**src/rtl/rgb555_tint_and_fade_unit_defines.svh**
```systemverilog
`ifndef RGB555_TINT_AND_FADE_UNIT_DEFINES_SVH
`define RGB555_TINT_AND_FADE_UNIT_DEFINES_SVH

// same-cycle implication, disabled while in reset
`define RTFU_ASSERT_NOW(lbl, ck, rn, ante, cons, msg) \
  lbl: assert property (@(posedge ck) disable iff (!(rn)) (ante) |-> (cons)) else $error(msg);

// next-cycle implication, disabled while in reset
`define RTFU_ASSERT_NEXT(lbl, ck, rn, ante, cons, msg) \
  lbl: assert property (@(posedge ck) disable iff (!(rn)) (ante) |=> (cons)) else $error(msg);

`endif

```
**src/rtl/rtfu_pkg.sv**
```systemverilog
package rtfu_pkg;

  localparam int unsigned ChW    = 5;
  localparam int unsigned NumCh  = 3;
  localparam int unsigned QBits  = 5;
  localparam int unsigned RemW   = 13;
  localparam int unsigned NumCells = QBits;

  localparam logic [ChW-1:0] ChMax = 5'd31;
  localparam logic [7:0] LumaR = 8'd76;
  localparam logic [7:0] LumaG = 8'd151;
  localparam logic [7:0] LumaB = 8'd29;

  localparam logic [2:0] RegMode     = 3'd0;
  localparam logic [2:0] RegRedTone  = 3'd1;
  localparam logic [2:0] RegGrnTone  = 3'd2;
  localparam logic [2:0] RegBluTone  = 3'd3;
  localparam logic [2:0] RegTarget   = 3'd4;
  localparam logic [2:0] RegStep     = 3'd5;
  localparam logic [2:0] RegDuration = 3'd6;

  typedef enum logic [1:0] {
    MODE_GRAY = 2'd0,
    MODE_TONE = 2'd1,
    MODE_FADE = 2'd2,
    MODE_RAW  = 2'd3
  } mode_e_t;

  // one color channel on its way through the divider
  typedef struct packed {
    logic            neg;
    logic            ovf;
    logic [RemW-1:0] rem;
    logic [QBits-1:0] q;
  } lane_t;

  typedef struct packed {
    logic              last;
    mode_e_t           mode;
    logic [14:0]       color;
    logic [ChW-1:0]    gray;
    logic              bypass;
    lane_t [NumCh-1:0] lane;
  } stage_t;

endpackage

```
**src/rtl/rtfu_prep.sv**
```systemverilog
module rtfu_prep import rtfu_pkg::*; (
  input  logic        clk,
  input  logic        rst_n,
  input  logic        en,
  input  logic        in_valid,
  input  logic [15:0] color_in,
  input  logic        last_in,
  input  mode_e_t     mode,
  input  logic [14:0] target,
  input  logic [7:0]  step,
  input  logic [7:0]  duration,
  output logic        out_valid,
  output stage_t      out_stage
);

  logic   valid_r;
  stage_t stage_r;
  stage_t stage_nxt;
  logic [12:0] luma_sum;
  logic [ChW-1:0] c_k;
  logic [ChW-1:0] t_k;
  logic [ChW-1:0] absd;
  logic [RemW-1:0] mag;
  logic [RemW-1:0] lim;

  always_comb begin
    c_k = '0;
    t_k = '0;
    absd = '0;
    mag = '0;
    luma_sum = 13'(LumaR) * 13'(color_in[4:0]) + 13'(LumaG) * 13'(color_in[9:5])
             + 13'(LumaB) * 13'(color_in[14:10]);
    lim = {duration, 5'b0};
    stage_nxt.last   = last_in;
    stage_nxt.mode   = mode;
    stage_nxt.color  = color_in[14:0];
    stage_nxt.gray   = luma_sum[12:8];
    stage_nxt.bypass = (duration == 8'd0);
    for (int k = 0; k < NumCh; k++) begin
      c_k  = color_in[ChW*k +: ChW];
      t_k  = target[ChW*k +: ChW];
      absd = (t_k < c_k) ? (c_k - t_k) : (t_k - c_k);
      mag  = RemW'(absd) * RemW'(step);
      stage_nxt.lane[k].neg = (t_k < c_k);
      // quotient of 32 or more clamps the same as 31
      stage_nxt.lane[k].ovf = (mag >= lim);
      stage_nxt.lane[k].rem = mag;
      stage_nxt.lane[k].q   = '0;
    end
  end

  always_ff @(posedge clk) begin
    if (!rst_n) begin
      valid_r <= 1'b0;
    end else if (en) begin
      valid_r <= in_valid;
    end
  end

  always_ff @(posedge clk) begin
    if (en) begin
      stage_r <= stage_nxt;
    end
  end

  assign out_valid = valid_r;
  assign out_stage = stage_r;

endmodule

```
**src/rtl/rtfu_div_cell.sv**
```systemverilog
module rtfu_div_cell import rtfu_pkg::*; (
  input  logic       clk,
  input  logic       rst_n,
  input  logic       en,
  input  logic [7:0] divisor,
  input  logic       in_valid,
  input  stage_t     in_stage,
  output logic       out_valid,
  output stage_t     out_stage
);

  logic   valid_r;
  stage_t stage_r;
  stage_t stage_nxt;
  logic [RemW-1:0] lim;
  logic [RemW-1:0] rem_sub;
  logic            ge;

  // one restoring step per channel: compare against 16*d, then shift left
  always_comb begin
    stage_nxt = in_stage;
    lim = {1'b0, divisor, 4'b0};
    ge = 1'b0;
    rem_sub = '0;
    for (int k = 0; k < NumCh; k++) begin
      ge = (in_stage.lane[k].rem >= lim);
      rem_sub = ge ? (in_stage.lane[k].rem - lim) : in_stage.lane[k].rem;
      stage_nxt.lane[k].rem = {rem_sub[RemW-2:0], 1'b0};
      stage_nxt.lane[k].q   = {in_stage.lane[k].q[QBits-2:0], ge};
    end
  end

  always_ff @(posedge clk) begin
    if (!rst_n) begin
      valid_r <= 1'b0;
    end else if (en) begin
      valid_r <= in_valid;
    end
  end

  always_ff @(posedge clk) begin
    if (en) begin
      stage_r <= stage_nxt;
    end
  end

  assign out_valid = valid_r;
  assign out_stage = stage_r;

endmodule

```
**src/rtl/rgb555_tint_and_fade_unit.sv**
```systemverilog
// channel | dir | handshake          | payload
// in_     | in  | in_tvalid/tready   | tdata[15:0] color_in, tlast last_color
// out_    | out | out_tvalid/tready  | tdata[14:0] color_out, tdata[15] zero, tlast last_out
// cfg_    | in  | cfg_wen            | cfg_addr register index, cfg_wdata value
//
// one request per cycle when the output is taken; registers on the path:
// (prep stage, five divider cells, output register)
// the chain of divider cells, one quotient bit each, sets the latency
// rst_n is synchronous; it empties the pipeline and loads register defaults
// a stall at out_tready freezes the whole chain and drops in_tready
`include "rgb555_tint_and_fade_unit_defines.svh"

module rgb555_tint_and_fade_unit import rtfu_pkg::*; (
  input  logic        clk,
  input  logic        rst_n,
  input  logic        in_tvalid,
  output logic        in_tready,
  input  logic [15:0] in_tdata,   // [15:0] color_in
  input  logic        in_tlast,
  output logic        out_tvalid,
  input  logic        out_tready,
  output logic [15:0] out_tdata,  // [14:0] color_out, [15] zero fill
  output logic        out_tlast,
  input  logic        cfg_wen,
  input  logic [2:0]  cfg_addr,
  input  logic [14:0] cfg_wdata
);

  mode_e_t      mode_r, mode_nxt;
  logic [10:0]  tone_r   [NumCh];
  logic [10:0]  tone_nxt [NumCh];
  logic [14:0]  target_r, target_nxt;
  logic [7:0]   step_r, step_nxt;
  logic [7:0]   dur_r, dur_nxt;

  logic        adv;
  logic        cell_v [NumCells+1];
  stage_t      cell_s [NumCells+1];

  logic        out_tvalid_r;
  logic [14:0] out_color_r, out_color_nxt;
  logic        out_last_r;

  stage_t      fin;
  logic [15:0] prod;
  logic [ChW-1:0] tone_ch [NumCh];
  logic [ChW-1:0] fade_ch [NumCh];
  logic [ChW-1:0] c_k;
  logic [ChW-1:0] qs;
  logic [ChW:0]   sum;

  // configuration registers
  always_comb begin
    mode_nxt   = mode_r;
    tone_nxt   = tone_r;
    target_nxt = target_r;
    step_nxt   = step_r;
    dur_nxt    = dur_r;
    if (cfg_wen) begin
      case (cfg_addr)
        RegMode:     mode_nxt    = mode_e_t'(cfg_wdata[1:0]);
        RegRedTone:  tone_nxt[0] = cfg_wdata[10:0];
        RegGrnTone:  tone_nxt[1] = cfg_wdata[10:0];
        RegBluTone:  tone_nxt[2] = cfg_wdata[10:0];
        RegTarget:   target_nxt  = cfg_wdata;
        RegStep:     step_nxt    = cfg_wdata[7:0];
        RegDuration: dur_nxt     = cfg_wdata[7:0];
        default: ;
      endcase
    end
  end

  always_ff @(posedge clk) begin
    if (!rst_n) begin
      mode_r   <= MODE_GRAY;
      tone_r   <= '{default: 11'd256};
      target_r <= '0;
      step_r   <= '0;
      dur_r    <= 8'd1;
    end else begin
      mode_r   <= mode_nxt;
      tone_r   <= tone_nxt;
      target_r <= target_nxt;
      step_r   <= step_nxt;
      dur_r    <= dur_nxt;
    end
  end

  assign adv       = !out_tvalid_r || out_tready;
  assign in_tready = adv;

  rtfu_prep u_prep (
    .clk       (clk),
    .rst_n     (rst_n),
    .en        (adv),
    .in_valid  (in_tvalid),
    .color_in  (in_tdata),
    .last_in   (in_tlast),
    .mode      (mode_r),
    .target    (target_r),
    .step      (step_r),
    .duration  (dur_r),
    .out_valid (cell_v[0]),
    .out_stage (cell_s[0])
  );

  for (genvar i = 0; i < NumCells; i++) begin : g_cell
    rtfu_div_cell u_cell (
      .clk       (clk),
      .rst_n     (rst_n),
      .en        (adv),
      .divisor   (dur_r),
      .in_valid  (cell_v[i]),
      .in_stage  (cell_s[i]),
      .out_valid (cell_v[i+1]),
      .out_stage (cell_s[i+1])
    );
  end

  assign fin = cell_s[NumCells];

  // final per-mode selection
  always_comb begin
    prod = '0;
    c_k  = '0;
    qs   = '0;
    sum  = '0;
    for (int k = 0; k < NumCh; k++) begin
      prod = 16'(tone_r[k]) * 16'(fin.gray);
      tone_ch[k] = (prod[15:8] > 8'(ChMax)) ? ChMax : prod[12:8];
      c_k = fin.color[ChW*k +: ChW];
      qs  = fin.lane[k].ovf ? ChMax : fin.lane[k].q;
      sum = {1'b0, c_k} + {1'b0, qs};
      if (fin.lane[k].neg) begin
        fade_ch[k] = (c_k > qs) ? (c_k - qs) : '0;
      end else begin
        fade_ch[k] = (sum > {1'b0, ChMax}) ? ChMax : sum[ChW-1:0];
      end
    end
    case (fin.mode)
      MODE_GRAY: out_color_nxt = {fin.gray, fin.gray, fin.gray};
      MODE_TONE: out_color_nxt = {tone_ch[2], tone_ch[1], tone_ch[0]};
      MODE_FADE: out_color_nxt = fin.bypass ? fin.color
                                            : {fade_ch[2], fade_ch[1], fade_ch[0]};
      default:   out_color_nxt = fin.color;
    endcase
  end

  always_ff @(posedge clk) begin
    if (!rst_n) begin
      out_tvalid_r <= 1'b0;
    end else if (adv) begin
      out_tvalid_r <= cell_v[NumCells];
    end
  end

  always_ff @(posedge clk) begin
    if (adv) begin
      out_color_r <= out_color_nxt;
      out_last_r  <= fin.last;
    end
  end

  assign out_tvalid = out_tvalid_r;
  assign out_tdata  = {1'b0, out_color_r};
  assign out_tlast  = out_last_r;

  `RTFU_ASSERT_NEXT(a_accept_enters, clk, rst_n, in_tvalid && in_tready, cell_v[0], "accepted request did not enter prep stage")
  `RTFU_ASSERT_NEXT(a_chain_moves, clk, rst_n, adv && cell_v[0], cell_v[1], "request lost between prep and first cell")
  `RTFU_ASSERT_NEXT(a_stall_freezes, clk, rst_n, !adv && cell_v[NumCells], cell_v[NumCells] && out_tvalid, "chain moved during output stall")
  `RTFU_ASSERT_NOW(a_gray_equal, clk, rst_n, out_tvalid && mode_r == MODE_GRAY, out_tdata[4:0] == out_tdata[9:5] && out_tdata[9:5] == out_tdata[14:10], "gray channels differ")

endmodule

```
**config.mk**
```make
export PLATFORM = sky130hd
export DESIGN_NAME = rgb555_tint_and_fade_unit
export DESIGN_NICKNAME = d
export VERILOG_FILES = /design/src/rtl/rtfu_pkg.sv /design/src/rtl/rtfu_prep.sv /design/src/rtl/rtfu_div_cell.sv /design/src/rtl/rgb555_tint_and_fade_unit.sv
export VERILOG_INCLUDE_DIRS = /design/src /design/src/rtl
export SDC_FILE = /design/constraint.sdc
export NUM_CORES = 1
export LEC_CHECK = 0
export BUFFER_PORTS_ARGS = -buffer_cell sky130_fd_sc_hd__buf_4
export CORE_MARGIN = 3
export CORE_UTILIZATION = 25
export CTS_CLUSTER_DIAMETER = 150
export DETAILED_ROUTE_END_ITERATION = 6
export GPL_ROUTABILITY_DRIVEN = 0
export PLACE_DENSITY = 0.5
export SLEW_MARGIN = 20
export SYNTH_ARGS = -nofsm -noshare
export SYNTH_HDL_FRONTEND = slang
export SYNTH_SLANG_ARGS = --single-unit
export TNS_END_PERCENT = 5
```
**constraint.sdc**
```tcl
create_clock -name clk -period 13.8 [get_ports clk]
set_input_delay 1.38 -clock clk [delete_from_list [all_inputs] [get_ports clk]]
set_output_delay 1.38 -clock clk [all_outputs]
set_load 0.05 [all_outputs]
```
# Word-level counts from Yosys, hierarchy flattened
# Cells that the tools add are included.
# Widths: inputs -> output; s select.
# classes
addsub	26
n_mul	9
div	0
magnitude_cmp	30
eq_ne	8
shift	0
mux	32
bitwise_logic	0
reduce_logical	12
# ops
op	count
$ge 13x12->1	15
$mux 12	12
$sub 12x12->12	12
$mux 5	18
$mul 11x5->16	3
$pmux 15 s3	1
$sub 5x5->5	9
$ge 13x13->1	3
$mul 5x8->13	3
$gt 8x5->1 const B	3
$mul 5x5->10 const A	2
$add 5x5->6	3
$gt 6x5->1 const B	3
$gt 5x5->1	3
$lt 5x5->1	3
$mux 15	1
$reduce_and 2->1	7
$add 12x13->13	1
$add 13x10->13	1
$mul 8x5->13 const A	1
$eq 3x3->1 const B	3
$logic_not 8->1	1
$eq 3x2->1 const B	2
$eq 3x1->1 const B	1
other kinds (6)	6
# totals
register_bits	497
latchBits	0
mem_bits_rw	0
romBits	0
in_bits	40
out_inout_bits	19
wordCells	238
mem_count	0

# Logic depth before layout (Yosys ltp)
# logic_depth
ltp_word	7
ltp_mapped	32
ltp_nobuf	31

# Cells and area by module
# From an unflattened synthesis, not the netlist that was laid out.
# unflattened
cells_unflattened	3514
hier_area_um2	38993.6
# modules_own_cells
module	instances	cells_per_inst	area_per_inst_um2	seq_area_each_um2
rtfu_div_cell (g_cell[0].u_cell ...)	3	255	3872.5	2452.4
rtfu_prep	1	1036	9955.8	2092.0
rgb555_tint_and_fade_unit	1	1168	9623.0	1821.7
rtfu_div_cell (g_cell[3].u_cell)	1	273	3901.2	2452.4
rtfu_div_cell (g_cell[4].u_cell)	1	272	3896.2	2452.4

# Worst setup path after synthesis
# No wires, ideal clock.
# synth_timing
path_type	input to output
startpoint	input port out_tready
endpoint	output port in_tready
arrival_ps	9747
t_required_ps	12420
path_slack_ps	2673
path_stages	3
n_path_buf	1
cell_sequence	nor2b_1 -> clkbuf_1 -> inv_1
# synth_between
elab_chain_cells	1
# synth_rtl
item	line_no	rtl
start, declared	rgb555_tint_and_fade_unit.sv:21	input logic out_tready,
$logic_or 1x1->1	rgb555_tint_and_fade_unit.sv:89	assign adv = !out_tvalid_r || out_tready;
end, declared	rgb555_tint_and_fade_unit.sv:17	output logic in_tready,
# Every way passes these cells.

==> impl_metrics.csv <==
group,metric,value,unit
worst_setup_path,crit_slowest_cell,"o31ai_2",
global_route,antenna_found_initial,3,
clock_network,cts.path.max_buffers,3,
floorplan,pin_count,59,
timing,rsz0062_at_grt,"no",
floorplan,dieArea,0.138,mm2
worst_setup_path,path_common_cell,"o21ai_0",
final_layout,finish.net_count,3758,
worst_setup_path,path_max_fanout,8,
synth,seq_area_frac_synth,41.0,%
timing,fin_skew,17.9,ps
final_layout,area_growth_syn_to_layout,13.6,%
synth,synth_ff_type,"edfxtp_1",
timing,hold_viol,0,
run,maxCapViolations,0,
timing,worst_slew_pin_slew,1010,ps
worst_setup_path,critPathLaunchType,"input port",
detailed_routing,vias,21374,
detailed_routing,wl_per_cell,15.5,um
power,power.leakage,0.0162,uW
worst_setup_path,criticalPathCategory,"in -> reg",
synth,synth_nets,3685,
synth,synth_area,0.0333,mm2
worst_setup_path,crit_required,14150,ps
timing,fmax,127,MHz
clock_network,cts_buffers,56,
clock_network,clk_latency,630,ps
timing,max_slew_margin,32.3,%
clock_network,cts_setup_buffers,0,
placement,place_hpwl,55700,um
final_layout,num-fill-cells,13674,
clock_network,post_cts_resized,0,
clock_network,ctsRootBufferMaster,"clkbuf_16",
placement,dp_slack,5300,ps
timing,report.final.slew_viol_count,0,
timing,finalSetupTns,0,ps
global_route,grt_max_degree,154,
detailed_routing,firstDrtPassIters,6,
detailed_routing,ant_nets,0,
clock_network,cts_hold_buf,0,
floorplan,initial_core_util,25.3,%
synth,async_flop_share,0,%
synth,netlist_instances,3075,
clock_network,htree_levels,2,
worst_setup_path,slowest_delay,580,ps
power,ir_drop,102,uV
synth,yosys_warnings,0,
worst_setup_path,endpoint_kind,"register",
global_route,grt_pass1_wl,124000,um
floorplan,fp.dieW,371,um
synth,ys_types,82,
worst_hold_path,hold_class,"reg -> reg",
clock_network,cts_tree,"done",
floorplan,row_count,133,
synth,yosys_register_bits,479,
synth,ys_top_cells_by_count,"edfxtp_1 (406), inv_1 (391), ha_1 (380), nand2_1 (330), fa_1 (190)",
final_layout,multi_input_area,0.0180,mm2
detailed_routing,finalWirelength,76800,um
timing,setup_violations,0,
synth,yosysTopAreaCell,"edfxtp_1",
global_route,grt_overflow_total,0,
global_route,grt_pass1_vias,22018,
detailed_routing,viasPerCell,4.32,
worst_setup_path,cp.arrival,8190,ps
synth,syn_avg_cell_area,10.8,um2
synth,synth_edf_count,406,
synth,synth_area_leaders,"edfxtp_1 (37%), ha_1 (14%), fa_1 (11%), inv_1 (4.4%), dfxtp_1 (4.4%)",
final_layout,drive_above_1_share,8.14,%
global_route,grtUsageTotal,11.3,%
synth,synth_largest_type_area_fraction,36.6,%
outcome,status,"completed",
floorplan,die_h,371,um
detailed_routing,drc,0,
detailed_routing,drt-initial-drc-count,1264,
floorplan,core_region_area,0.132,mm2
timing,setup_ws,5960,ps
clock_network,clkSlewWorstSetupHoldPaths,70,ps
synth,synth.most_common_cell,"edfxtp_1",
final_layout,seqCellArea,0.0137,mm2
power,power_density,156,mW/mm2
timing,fin_crit_sh,56.8,%
timing,min_period,7840,ps
placement,io_buffers,56,
clock_network,cts_sinks,479,
==> critical path, delay by kind of cell <==
kind | cells | cell delay, ps
compound gates | 15 | 3090
fa+ha+maj | 6 | 2560
simple gates | 4 | 590
buf+inv | 3 | 340
mux | 1 | 220
==> report_power, final <==
part	switching, uW	internal, uW	total, uW
clock network	621	947	1570
logic	1240	944	2180
registers	146	2020	2160
total	2000	3910	5910
==> path summary, 6_finish.rpt <==
check	start	to	slack [ps]	depth (start not counted)
setup / recovery	in_tdata[11]	u_prep.out_stage[58]	5960	29
hold reg to reg	g_cell[2].u_cell.out_stage[63]	g_cell[3].u_cell.out_stage[63]	410	0
setup reg to reg	target_r[11]	u_prep.out_stage[58]	6680	27
hold / removal	g_cell[2].u_cell.out_stage[63]	g_cell[3].u_cell.out_stage[63]	410	0
==> routing by layer <==
layer  global-route usage, %  vias to the layer above  part of all wire (%)
li1                        -                    10729                     -
met1                    15.4                    10315                    48
met2                    19.1                      250                    47
met3                    1.40                       80                   3.1
met4                    2.55                        0                   1.7
met5                       0                        -                     0
==> flip-flops by register name, summed over array words and instances (netlist names) <==
signal and count:
g_cell.u_cell.out_stage 321, u_prep.out_stage 69, tone_r 33, out_color_r 15, target_r 15, dur_r 8
step_r 8, g_cell.u_cell.out_valid 5, mode_r 2, out_tlast 1, out_tvalid 1, u_prep.out_valid 1
==> stage by stage <==
step / hold slack, ps / power [uW] / util, % / cells / instance area, um2
final: 410 / 5910 / 28.7 / 4953 / 37900
after global routing: 416 / 6370 / 28.7 / 4951 / 37900
after CTS: 414 / 5990 / 28.7 / 4951 / 37900
after detailed placement: 405 / 4390 / 27.2 / 4845 / 35900
after global placement: 401 / 4360 / 27.2 / 4845 / 35900
after floorplan: 400 / 3810 / - / 3075 / 33300
==> area by class of cell <==
cell class / count / share of cell area, %
multi-input cells: 2142 / 47.5
flip-flops and latches: 479 / 36.1
well taps: 1755 / 5.80
clock buffers: 72 / 3.99
inverters: 392 / 3.91
repair buffers: 77 / 1.56
clock inverters: 34 / 1.21
diodes: 2 / 0.0132
==> cells in the final DEF, fill, tap and decap left out, types with 7 or more instances in the layout <==
| master | netlist | layout |
|---|---|---|
| a211oi_1 | 11 | 11 |
| a21boi_0 | 104 | 104 |
| a21o_1 | 62 | 62 |
| a21oi_1 | 106 | 106 |
| a31oi_1 | 8 | 8 |
| and2_1 | 113 | 113 |
| and3_1 | 8 | 8 |
| and4b_1 | 7 | 7 |
| buf_4 | 1 | 76 |
| bufinv_16 | 0 | 9 |
| clkbuf_1 | 59 | 11 |
| clkbuf_16 | 0 | 56 |
| clkinv_2 | 0 | 8 |
| dfxtp_1 | 73 | 73 |
| edfxtp_1 | 406 | 406 |
| fa_1 | 190 | 190 |
| ha_1 | 380 | 380 |
| inv_1 | 391 | 390 |
| mux2_2 | 47 | 47 |
| mux2i_1 | 31 | 31 |
| nand2_1 | 330 | 330 |
| nand2b_1 | 40 | 40 |
| nand3_1 | 33 | 33 |
| nand4_1 | 23 | 23 |
| nor2_1 | 163 | 163 |
| nor2_2 | 9 | 9 |
| nor2b_1 | 82 | 82 |
| nor3_1 | 28 | 27 |
| o211ai_1 | 8 | 8 |
| o21a_1 | 7 | 7 |
| o21ai_0 | 117 | 117 |
| o21bai_1 | 11 | 11 |
| o31ai_1 | 11 | 11 |
| or2_2 | 20 | 20 |
| xnor2_1 | 58 | 58 |
| xor2_1 | 29 | 29 |
==> cell families (layout without fill, tap and decap cells) <==
group	after synthesis	in the layout	share of synthesized area (%)
simple gates	897	897	13.2
fa+ha+maj	570	570	25.7
compound gates	509	509	10.2
flops	479	479	41.0
buf+inv	454	575	5.13
xor+xnor	87	87	2.29
mux	78	78	2.52
other cells	1	3	0.0113
Note: power is estimated with default switching activity, not from simulation.
